## src/hdl/mdtap_pkg.sv

```systemverilog
// ----------------------------------------------------------------------------
// mdtap_pkg
// Shared types and constants for the MAC device table / access policy block.
// ----------------------------------------------------------------------------
package mdtap_pkg;

   localparam int MAC_W    = 48;
   localparam int IDX_W    = 4;    // width of request index and response entry
   localparam int MIN_W    = 11;   // minute of day
   localparam int SEC_W    = 32;
   localparam int CSR_IDX_W = 2;

   // Defaults loaded when a device is registered
   localparam logic [MIN_W-1:0] DEF_WIN_START = MIN_W'(6 * 60);
   localparam logic [MIN_W-1:0] DEF_WIN_END   = MIN_W'(21 * 60);
   localparam logic [MIN_W-1:0] DEF_QUOTA     = MIN_W'(480);
   localparam logic [5:0]       SEC_PER_MIN   = 6'd60;

   typedef enum logic [1:0] {
      ACT_LOOKUP    = 2'd0,
      ACT_REGISTER  = 2'd1,
      ACT_SET_RULES = 2'd2,
      ACT_EVALUATE  = 2'd3
   } action_type;

   typedef enum logic [1:0] {
      ST_OK        = 2'd0,
      ST_NOT_FOUND = 2'd1,
      ST_FULL      = 2'd2
   } status_type;

   typedef enum logic [2:0] {
      BR_ALLOWED    = 3'd0,
      BR_MANUAL     = 3'd1,
      BR_UNAPPROVED = 3'd2,
      BR_NO_UPLINK  = 3'd3,
      BR_QUOTA      = 3'd4,
      BR_WINDOW     = 3'd5
   } reason_type;

   typedef enum logic [CSR_IDX_W-1:0] {
      CSR_DEFAULT_ALLOW = 2'd0,
      CSR_UPLINK_UP     = 2'd1,
      CSR_TIME_VALID    = 2'd2
   } csr_index_type;

   typedef enum logic [0:0] {
      FSM_IDLE = 1'b0,
      FSM_EXEC = 1'b1
   } fsm_state_type;

   // Per-device rule record
   typedef struct packed {
      logic             manual_block;
      logic             approved;
      logic             quota_enabled;
      logic [MIN_W-1:0] quota_minutes;
      logic [SEC_W-1:0] used_seconds;
      logic             window_enabled;
      logic [MIN_W-1:0] window_start;
      logic [MIN_W-1:0] window_end;
   } rule_type;

   // Controller to datapath
   typedef struct packed {
      logic capture;   // take the request, run the MAC compare, read the rules
      logic commit;    // resolve, write the table, load the response register
   } ctrl_cmd_type;

endpackage

```

## src/hdl/mac_device_table_access_policy.sv

```systemverilog
// ----------------------------------------------------------------------------
// mac_device_table_access_policy
// Device MAC table with per-device access rules: lookup, register,
// set_rules and evaluate.
//
//   channel   dir   handshake            payload
//   req_*     in    valid / stall        action, mac, index, now_min, rules
//   rsp_*     out   valid / stall        entry_index, status, block_reason
//   csr_*     in    valid / ready        index, data (ready always high)
//
// Each request is accepted in FSM_IDLE, which compares the MAC against all
// entries and reads the rule memory; the commit in FSM_EXEC resolves, writes the
// table and loads the response register.
// A new request is taken while a response waits; the commit cycle holds
// until the response register is free.
// Synchronous reset clears the used flags and rule valid bits.
// ----------------------------------------------------------------------------
module mac_device_table_access_policy #(
   parameter int DEVICES = 16
) (
   input  logic                              clock,
   input  logic                              reset,
   // request
   input  logic                              req_valid,
   output logic                              req_stall,
   input  logic [1:0]                        req_action,
   input  logic [47:0]                       req_mac,
   input  logic [3:0]                        req_index,
   input  logic [10:0]                       req_now_min,
   input  logic                              req_manual_block,
   input  logic                              req_approved,
   input  logic                              req_quota_enabled,
   input  logic [10:0]                       req_quota_minutes,
   input  logic [31:0]                       req_used_seconds,
   input  logic                              req_window_enabled,
   input  logic [10:0]                       req_window_start,
   input  logic [10:0]                       req_window_end,
   // response
   output logic                              rsp_valid,
   input  logic                              rsp_stall,
   output logic [3:0]                        rsp_entry_index,
   output logic [1:0]                        rsp_status,
   output logic [2:0]                        rsp_block_reason,
   // configuration
   input  logic                              csr_valid,
   output logic                              csr_ready,
   input  logic [1:0]                        csr_index,
   input  logic                              csr_data
);

   mdtap_pkg::ctrl_cmd_type cmd;
   mdtap_pkg::rule_type     req_rule;

   assign csr_ready = 1'b1;

   assign req_rule.manual_block   = req_manual_block;
   assign req_rule.approved       = req_approved;
   assign req_rule.quota_enabled  = req_quota_enabled;
   assign req_rule.quota_minutes  = req_quota_minutes;
   assign req_rule.used_seconds   = req_used_seconds;
   assign req_rule.window_enabled = req_window_enabled;
   assign req_rule.window_start   = req_window_start;
   assign req_rule.window_end     = req_window_end;

   mdtap_ctrl u_ctrl (
      .clock     (clock),
      .reset     (reset),
      .req_valid (req_valid),
      .req_stall (req_stall),
      .rsp_valid (rsp_valid),
      .rsp_stall (rsp_stall),
      .cmd       (cmd)
   );

   mdtap_datapath #(
      .DEVICES (DEVICES)
   ) u_datapath (
      .clock            (clock),
      .reset            (reset),
      .cmd              (cmd),
      .csr_wr           (csr_valid && csr_ready),
      .csr_index        (csr_index),
      .csr_data         (csr_data),
      .req_action       (req_action),
      .req_mac          (req_mac),
      .req_index        (req_index),
      .req_now_min      (req_now_min),
      .req_rule         (req_rule),
      .rsp_entry_index  (rsp_entry_index),
      .rsp_status       (rsp_status),
      .rsp_block_reason (rsp_block_reason)
   );

endmodule

```

## src/hdl/mdtap_ctrl.sv

```systemverilog
// ----------------------------------------------------------------------------
// mdtap_ctrl
// Two-state sequencer: accepts a request, then commits it once the response
// register is free. Owns the request stall and the response valid.
// ----------------------------------------------------------------------------
module mdtap_ctrl (
   input  logic                  clock,
   input  logic                  reset,
   input  logic                  req_valid,
   output logic                  req_stall,
   output logic                  rsp_valid,
   input  logic                  rsp_stall,
   output mdtap_pkg::ctrl_cmd_type cmd
);

   mdtap_pkg::fsm_state_type state_ff, state_in;
   logic rsp_valid_ff, rsp_valid_in;

   always_ff @(posedge clock) begin
      if (reset) begin
         state_ff     <= mdtap_pkg::FSM_IDLE;
         rsp_valid_ff <= 1'b0;
      end else begin
         state_ff     <= state_in;
         rsp_valid_ff <= rsp_valid_in;
      end
   end

   always_comb begin
      state_in    = state_ff;
      cmd         = '0;
      req_stall   = 1'b1;
      case (state_ff)
         mdtap_pkg::FSM_IDLE: begin
            req_stall = 1'b0;
            if (req_valid) begin
               cmd.capture = 1'b1;
               state_in    = mdtap_pkg::FSM_EXEC;
            end
         end
         mdtap_pkg::FSM_EXEC: begin
            // wait here while an older response is still held
            if (!rsp_valid_ff || !rsp_stall) begin
               cmd.commit = 1'b1;
               state_in   = mdtap_pkg::FSM_IDLE;
            end
         end
         default: begin
            state_in = mdtap_pkg::FSM_IDLE;
         end
      endcase

      if (cmd.commit) begin
         rsp_valid_in = 1'b1;
      end else if (rsp_valid_ff && !rsp_stall) begin
         rsp_valid_in = 1'b0;
      end else begin
         rsp_valid_in = rsp_valid_ff;
      end
   end

   assign rsp_valid = rsp_valid_ff;

endmodule

```

## src/hdl/mdtap_datapath.sv

```systemverilog
// ----------------------------------------------------------------------------
// mdtap_datapath
// Device table (parallel MAC compare), rule memory, policy evaluation,
// configuration registers and the response register.
// ----------------------------------------------------------------------------
module mdtap_datapath #(
   parameter int DEVICES = 16
) (
   input  logic                              clock,
   input  logic                              reset,
   input  mdtap_pkg::ctrl_cmd_type           cmd,
   // config
   input  logic                              csr_wr,
   input  logic [mdtap_pkg::CSR_IDX_W-1:0]   csr_index,
   input  logic                              csr_data,
   // request payload
   input  logic [1:0]                        req_action,
   input  logic [mdtap_pkg::MAC_W-1:0]       req_mac,
   input  logic [mdtap_pkg::IDX_W-1:0]       req_index,
   input  logic [mdtap_pkg::MIN_W-1:0]       req_now_min,
   input  mdtap_pkg::rule_type               req_rule,
   // response payload
   output logic [mdtap_pkg::IDX_W-1:0]       rsp_entry_index,
   output logic [1:0]                        rsp_status,
   output logic [2:0]                        rsp_block_reason
);

   localparam int SLOT_W = (DEVICES > 1) ? $clog2(DEVICES) : 1;

   // configuration
   logic default_allow_ff, uplink_up_ff, time_valid_ff;

   always_ff @(posedge clock) begin
      if (reset) begin
         default_allow_ff <= 1'b0;
         uplink_up_ff     <= 1'b0;
         time_valid_ff    <= 1'b0;
      end else if (csr_wr) begin
         case (mdtap_pkg::csr_index_type'(csr_index))
            mdtap_pkg::CSR_DEFAULT_ALLOW: default_allow_ff <= csr_data;
            mdtap_pkg::CSR_UPLINK_UP:     uplink_up_ff     <= csr_data;
            mdtap_pkg::CSR_TIME_VALID:    time_valid_ff    <= csr_data;
            default: ;
         endcase
      end
   end

   // table state
   logic [DEVICES-1:0]           used_ff;
   logic [mdtap_pkg::MAC_W-1:0]  mac_mem_ff [DEVICES];
   mdtap_pkg::rule_type          rule_mem_ff [DEVICES];
   logic [DEVICES-1:0]           rule_vld_ff;   // entry written since reset

   // captured request
   mdtap_pkg::action_type        action_ff;
   logic [mdtap_pkg::MAC_W-1:0]  mac_ff;
   logic [mdtap_pkg::IDX_W-1:0]  index_ff;
   logic [mdtap_pkg::MIN_W-1:0]  now_ff;
   mdtap_pkg::rule_type          rule_in_ff;
   logic [DEVICES-1:0]           hit_ff, hit_in;
   mdtap_pkg::rule_type          rule_rd_ff;
   logic                         rd_vld_ff;
   logic [SLOT_W-1:0]            rd_addr;

   // response register
   logic [mdtap_pkg::IDX_W-1:0]  entry_ff, entry_in;
   logic [1:0]                   status_ff, status_in;
   logic [2:0]                   reason_ff, reason_in;

   // write port
   logic                         wr_en;
   logic                         wr_new;      // register: claims the slot
   logic [SLOT_W-1:0]            wr_addr;
   mdtap_pkg::rule_type          wr_rule;

   // MAC compare against every used entry, done in the accept cycle
   always_comb begin
      for (int i = 0; i < DEVICES; i++) begin
         hit_in[i] = used_ff[i] && (mac_mem_ff[i] == req_mac);
      end
   end

   assign rd_addr = SLOT_W'(req_index);

   always_ff @(posedge clock) begin
      if (cmd.capture) begin
         action_ff  <= mdtap_pkg::action_type'(req_action);
         mac_ff     <= req_mac;
         index_ff   <= req_index;
         now_ff     <= req_now_min;
         rule_in_ff <= req_rule;
         hit_ff     <= hit_in;
         rule_rd_ff <= rule_mem_ff[rd_addr];
         rd_vld_ff  <= rule_vld_ff[rd_addr];
      end
   end

   // lowest matching and lowest free slot
   logic              hit_any, free_any;
   logic [SLOT_W-1:0] hit_idx, free_idx;

   always_comb begin
      hit_any  = 1'b0;
      free_any = 1'b0;
      hit_idx  = '0;
      free_idx = '0;
      for (int i = DEVICES - 1; i >= 0; i--) begin
         if (hit_ff[i]) begin
            hit_any = 1'b1;
            hit_idx = SLOT_W'(i);
         end
         if (!used_ff[i]) begin
            free_any = 1'b1;
            free_idx = SLOT_W'(i);
         end
      end
   end

   // policy evaluation on the rules read at accept
   mdtap_pkg::rule_type    cur;
   logic [16:0]            quota_sec;
   logic                   in_window;
   logic                   in_range;
   logic [2:0]             eval_reason;

   assign cur       = rd_vld_ff ? rule_rd_ff : '0;
   assign quota_sec = 17'(cur.quota_minutes) * 17'(mdtap_pkg::SEC_PER_MIN);
   assign in_range  = 32'(index_ff) < DEVICES;

   always_comb begin
      if (cur.window_start == cur.window_end) begin
         in_window = 1'b1;
      end else if (cur.window_start < cur.window_end) begin
         in_window = (now_ff >= cur.window_start) && (now_ff < cur.window_end);
      end else begin
         // wraps past midnight
         in_window = (now_ff >= cur.window_start) || (now_ff < cur.window_end);
      end

      if (cur.manual_block) begin
         eval_reason = mdtap_pkg::BR_MANUAL;
      end else if (!cur.approved) begin
         eval_reason = mdtap_pkg::BR_UNAPPROVED;
      end else if (!uplink_up_ff) begin
         eval_reason = mdtap_pkg::BR_NO_UPLINK;
      end else if (cur.quota_enabled && (cur.used_seconds >= 32'(quota_sec))) begin
         eval_reason = mdtap_pkg::BR_QUOTA;
      end else if (time_valid_ff && cur.window_enabled && !in_window) begin
         eval_reason = mdtap_pkg::BR_WINDOW;
      end else begin
         eval_reason = mdtap_pkg::BR_ALLOWED;
      end
   end

   // resolve the request
   always_comb begin
      entry_in  = '0;
      status_in = mdtap_pkg::ST_OK;
      reason_in = mdtap_pkg::BR_ALLOWED;
      wr_en     = 1'b0;
      wr_new    = 1'b0;
      wr_addr   = SLOT_W'(index_ff);
      wr_rule   = rule_in_ff;
      case (action_ff)
         mdtap_pkg::ACT_LOOKUP: begin
            if (hit_any) begin
               entry_in = mdtap_pkg::IDX_W'(hit_idx);
            end else begin
               status_in = mdtap_pkg::ST_NOT_FOUND;
            end
         end
         mdtap_pkg::ACT_REGISTER: begin
            if (hit_any) begin
               entry_in = mdtap_pkg::IDX_W'(hit_idx);
            end else if (free_any) begin
               entry_in               = mdtap_pkg::IDX_W'(free_idx);
               wr_en                  = 1'b1;
               wr_new                 = 1'b1;
               wr_addr                = free_idx;
               wr_rule                = '0;
               wr_rule.approved       = default_allow_ff;
               wr_rule.quota_minutes  = mdtap_pkg::DEF_QUOTA;
               wr_rule.window_start   = mdtap_pkg::DEF_WIN_START;
               wr_rule.window_end     = mdtap_pkg::DEF_WIN_END;
            end else begin
               status_in = mdtap_pkg::ST_FULL;
            end
         end
         mdtap_pkg::ACT_SET_RULES: begin
            entry_in = index_ff;
            if (in_range) begin
               wr_en = 1'b1;
            end else begin
               status_in = mdtap_pkg::ST_NOT_FOUND;
            end
         end
         mdtap_pkg::ACT_EVALUATE: begin
            entry_in = index_ff;
            if (in_range) begin
               reason_in = eval_reason;
            end else begin
               status_in = mdtap_pkg::ST_NOT_FOUND;
            end
         end
         default: ;
      endcase
   end

   always_ff @(posedge clock) begin
      if (reset) begin
         used_ff     <= '0;
         rule_vld_ff <= '0;
      end else if (cmd.commit && wr_en) begin
         rule_vld_ff[wr_addr] <= 1'b1;
         if (wr_new) begin
            used_ff[wr_addr] <= 1'b1;
         end
      end
   end

   always_ff @(posedge clock) begin
      if (cmd.commit && wr_en) begin
         rule_mem_ff[wr_addr] <= wr_rule;
         if (wr_new) begin
            mac_mem_ff[wr_addr] <= mac_ff;
         end
      end
   end

   always_ff @(posedge clock) begin
      if (cmd.commit) begin
         entry_ff  <= entry_in;
         status_ff <= status_in;
         reason_ff <= reason_in;
      end
   end

   assign rsp_entry_index  = entry_ff;
   assign rsp_status       = status_ff;
   assign rsp_block_reason = reason_ff;

endmodule

```

## config.mk

```make
export PLATFORM = sky130hd
export DESIGN_NAME = mac_device_table_access_policy
export DESIGN_NICKNAME = d
export VERILOG_FILES = /design/src/hdl/mdtap_pkg.sv /design/src/hdl/mac_device_table_access_policy.sv /design/src/hdl/mdtap_ctrl.sv /design/src/hdl/mdtap_datapath.sv
export SDC_FILE = /design/constraint.sdc
export NUM_CORES = 2
export LEC_CHECK = 0
export BUFFER_PORTS_ARGS = -buffer_cell sky130_fd_sc_hd__clkbuf_2
export CORE_UTILIZATION = 55
export DETAILED_ROUTE_END_ITERATION = 16
export HOLD_SLACK_MARGIN = 0.12
export PLACE_DENSITY = 0.8
export SYNTH_ARGS = -nofsm -noshare
export SYNTH_HDL_FRONTEND = slang
export SYNTH_HIERARCHICAL = 1
export SYNTH_SLANG_ARGS = --single-unit
```

## constraint.sdc

```tcl
create_clock -name clock -period 6 [get_ports clock]
set_input_delay 0.6 -clock clock [delete_from_list [all_inputs] [get_ports clock]]
set_output_delay 0.6 -clock clock [all_outputs]
set_load 0.05 [all_outputs]
```

==> out/qor.yml <==
timing:
  worst_clock_skew_ns: 0.113
  timing.setup.tns_ns: 0
  setup_viol: 0
  slew_violations: 0
  fin_crit_sh_pct: 91.9
  slew_headroom_pct: 1.56
  timing.final.hold_violations: 0
  min_period_ns: 5.52
  tightest_slew_ns: 1.48
  rsz0062_at_grt: "false"
  max_freq_mhz: 181
logic_synthesis:
  ys.flop_type: "edfxtp_1"
  ys_seq_area_share_pct: 74.8
  synth_top_area_share_pct: 73.9
  yosysWarningCount: 6
  synth_edf_count: 2101
  synth.distinct_cells: 82
  netlist_instances: 4411
  syn_avg_cell_area_um2: 19.3
  yosys-top-cells-area: "edfxtp_1 74%, mux4_2 9.2%, xor2_1 5.2%"
  yosysTopAreaCell: "edfxtp_1"
  syn_nets: 4635
  synthesis.area_um2: 85300
  ys_seq_elements: 2138
  async_flop_share_pct: 0
power:
  power_frac_comb_pct: 5.6
  cellPowerDensity_nw_per_um2: 321
  p_int_mw: 24.0
  p_sw_share_pct: 22.8
  clockPowerShare_pct: 40.4
  switchingPower_mw: 7.08
  seqPwrFrac_pct: 53.9
  max-vdd-ir-drop_uv: 312
  p_leak_nw: 31.4
placement:
  globalplace.congestion: 0.952
  dpl.hpwl_mm: 135
  place_area_um2: 89400
  port_buffers: 152
clocking:
  cts.path.max_buffers: 3
  clk-insertion-delay-late_ns: 0.89
  htree_levels: 4
  path_clk_slew_ns: 0.06
  tritoncts: "done"
  cts_buffers: 202
  post_cts_resized: 0
  cts.sinks: 2138
  cts_root_buf: "clkbuf_16"
worst_setup_path:
  setup.worst_path.start_class: "flop"
  critPathBufInv: 0
  critPathMaxStageDelay_ns: 0.63
  crit_path_max_fanout: 16
  critPathTopFamily: "compound AO/OA/AOI/OAI gates"
  path_class: "reg -> reg"
  end_kind: "flop"
  worstPathArrival_ns: 6.09
  cp_cell_sequence: "and2_1, ha_1, fa_1, fa_1, a21oi_1, o21ai_0, o21a_1, nor2_1, xor2_1, ha_1, a211oi_1, o21ai_0, a2111oi_0, or3_1, a311o_1, a2111oi_0"
  required_ns: 6.58
  critPathSlowestCell: "edfxtp_1"
floorplanning:
  pin_count: 154
  die-width_um: 396
  die_y_um: 396
  initial_core_util_pct: 55.4
  row_count: 144
  coreArea_um2: 154000
  dieArea_um2: 157000
detailed_routing:
  drtAntennaViolNets: 0
  wl_mm: 246
  post_drt_wl_per_cell_um: 35.1
  routed_via_density: 6.66
  route.detailed.drc: 0
  first_pass_iters: 6
  vias: 46700
  dr.first_iter.drc_count: 7149
hold_path:
  hp-class: "in -> reg"
layout:
  fillerInstances: 10000
  utilization_pct: 62.8
  fin_area_um2: 96800
  syn_to_final_growth_pct: 13.4
  seqCellArea_um2: 63800
  multi_input_area_um2: 20500
  drive_above_1_share_pct: 19.7
  final_nets: 5009
grt:
  gr-total-overflow: 0
  grt_usage_pct: 31.6
  grt_max_degree: 92
  antenna_found_initial: 21
  grt_pass1_vias: 46700
  grt_pass1_wl_mm: 344
run:
  max_cap_viol_count: 0
run_status:
  status: "finished clean"
==> flip-flops by register name, indices dropped and copies added, names as in the netlist <==
| register | count |
|---|---|
| u_datapath/rd_vld_ff | 1 |
| u_datapath/rule_mem_ff | 1104 |
| u_datapath/hit_ff | 16 |
| u_datapath/rsp_block_reason | 3 |
| u_ctrl/rsp_valid | 1 |
| u_datapath/mac_ff | 48 |
| u_datapath/uplink_up_ff | 1 |
| u_datapath/used_ff | 16 |
| u_datapath/rsp_status | 2 |
| u_datapath/rule_in_ff | 69 |
| u_datapath/index_ff | 4 |
| u_datapath/now_ff | 11 |
| u_datapath/time_valid_ff | 1 |
| u_datapath/rsp_entry_index | 4 |
| u_datapath/action_ff | 2 |
| u_ctrl/state_ff | 1 |
| u_datapath/default_allow_ff | 1 |
| u_datapath/mac_mem_ff | 768 |
| u_datapath/rule_vld_ff | 16 |
| u_datapath/rule_rd_ff | 69 |
==> cell families (layout without fill, tap and decap cells) <==
group / Yosys count / count (layout) / synth area share [%]
compound gates: 211 / 211 / 1.78
xor+xnor: 727 / 727 / 7.46
fa+ha+maj: 86 / 86 / 1.36
buf+inv: 309 / 858 / 1.39
flops: 2138 / 2138 / 74.8
mux: 352 / 352 / 9.26
other cells: 1 / 8 / 0.00440
simple gates: 587 / 587 / 3.93
==> cell usage in the layout, fill, tap and decap left out, types with 17 or more instances in the layout <==
cell type	n
xnor2_1	225
nand4_1	90
buf_4	118
dlygate4sd3_1	86
o22ai_1	20
nor4_1	139
o21ai_0	17
clkinv_2	34
xor2_1	502
edfxtp_1	2101
and2_1	79
nand2b_1	31
nor3_1	28
nand2_1	72
buf_12	20
clkbuf_16	202
inv_1	99
clkinv_1	50
ha_1	70
clkbuf_1	47
a21oi_1	38
nor2_1	49
dfxtp_1	37
o31ai_1	19
clkbuf_2	148
nor2_4	30
nand3_1	25
mux4_2	350
==> metal layers <==
layer / routed length [um] / vias up / track usage [%]
li1: - / 18200 / -
met1: 80300 / 23700 / 39.6
met2: 118000 / 3983 / 50.6
met3: 31600 / 886 / 7.85
met4: 16400 / 20 / 17.5
met5: 136 / - / 0
==> area by class of cell <==
class	instances	share of cell area, %
Inverter	104	0.411
Tap cell	2044	2.64
Antenna cell	7	0.0181
Sequential cell	2138	66.0
Clock inverter	130	1.32
Timing Repair Buffer	375	3.03
Multi-Input combinational cell	1964	21.2
Clock buffer	249	5.41
==> what timing repair did <==
item | 4_1_cts | 5_1_grt
endpoints found under the setup margin | 0 | 2
hold endpoints to repair | 87 | 0
setup buffers | 0 | 1
hold buffers | 86 | 0
==> Yosys cell counts, types with 4 or more instances <==
cell type and instances:
and2_1 79, nor4_1 140, a31oi_1 10, a22oi_1 9
mux4_2 350, fa_1 12, a21o_1 9, edfxtp_1 2101
o21a_1 4, nor2_1 79, nand2b_1 31, nand2_1 72
nand4_1 90, o2111ai_1 8, buf_1 44, and4_1 8
nand3_1 25, buf_2 4, o221ai_1 4, ha_1 70
nor4_4 4, o21ai_0 17, maj3_1 4, o31ai_1 19
inv_1 102, dfxtp_1 37, clkbuf_1 153, xor2_1 502
o22ai_2 4, a211oi_1 9, o211ai_1 6, nor3_1 28
a21oi_1 38, a2111oi_0 5, o22ai_1 20, a221oi_1 11
o2bb2ai_1 6, xnor2_1 225, and3_1 7
==> power groups by stage <==
| stage | combinational, mW | clock, mW | sequential, mW |
|---|---|---|---|
| 4_1_cts | 1.71 | 12.6 | 16.7 |
| 6_report | 1.75 | 12.6 | 16.7 |
| 5_1_grt | 1.82 | 13.2 | 16.7 |
| 3_5_place_dp | 1.62 | 0 | 17.1 |
| 3_3_place_gp | 1.59 | 0 | 17.1 |
| 2_1_floorplan | 1.00 | 0 | 17.0 |
==> worst reg2reg max path: stages (launching register included) <==
cell and delay, ns:
edfxtp_1 0.63, and2_1 0.26, ha_1 0.34, fa_1 0.54
fa_1 0.49, a21oi_1 0.27, o21ai_0 0.18, o21a_1 0.19
nor2_1 0.10, xor2_1 0.22, ha_1 0.22, a211oi_1 0.06
o21ai_0 0.32, a2111oi_0 0.16, or3_1 0.46, a311o_1 0.41
a2111oi_0 0.43
==> worst paths after layout <==
path / endpoint / depth (start not counted) / slack (ns) / start
setup / recovery: u_datapath/rsp_block_reason[2] / 16 / 0.48 / u_datapath/rd_vld_ff
setup reg to reg: u_datapath/rsp_block_reason[2] / 16 / 0.48 / u_datapath/rd_vld_ff
hold reg to reg: u_datapath/mac_mem_ff[10][27] / 0 / 0.45 / u_datapath/mac_ff[27]
hold / removal: u_datapath/default_allow_ff / 4 / 0.19 / csr_index[1]
==> through the flow <==
step           cells  hold WS, ns  power [mW]  setup WS, ns
2_1_floorplan   4411        0.427        18.0         0.460
3_3_place_gp    6538        0.432        18.6         0.701
3_5_place_dp    6538        0.439        18.7         0.620
4_1_cts         7003        0.121        31.1         0.317
5_1_grt         7006        0.171        31.8         0.237
6_report        7011        0.187        31.1         0.483
Note: power is estimated with default switching activity, not from simulation.
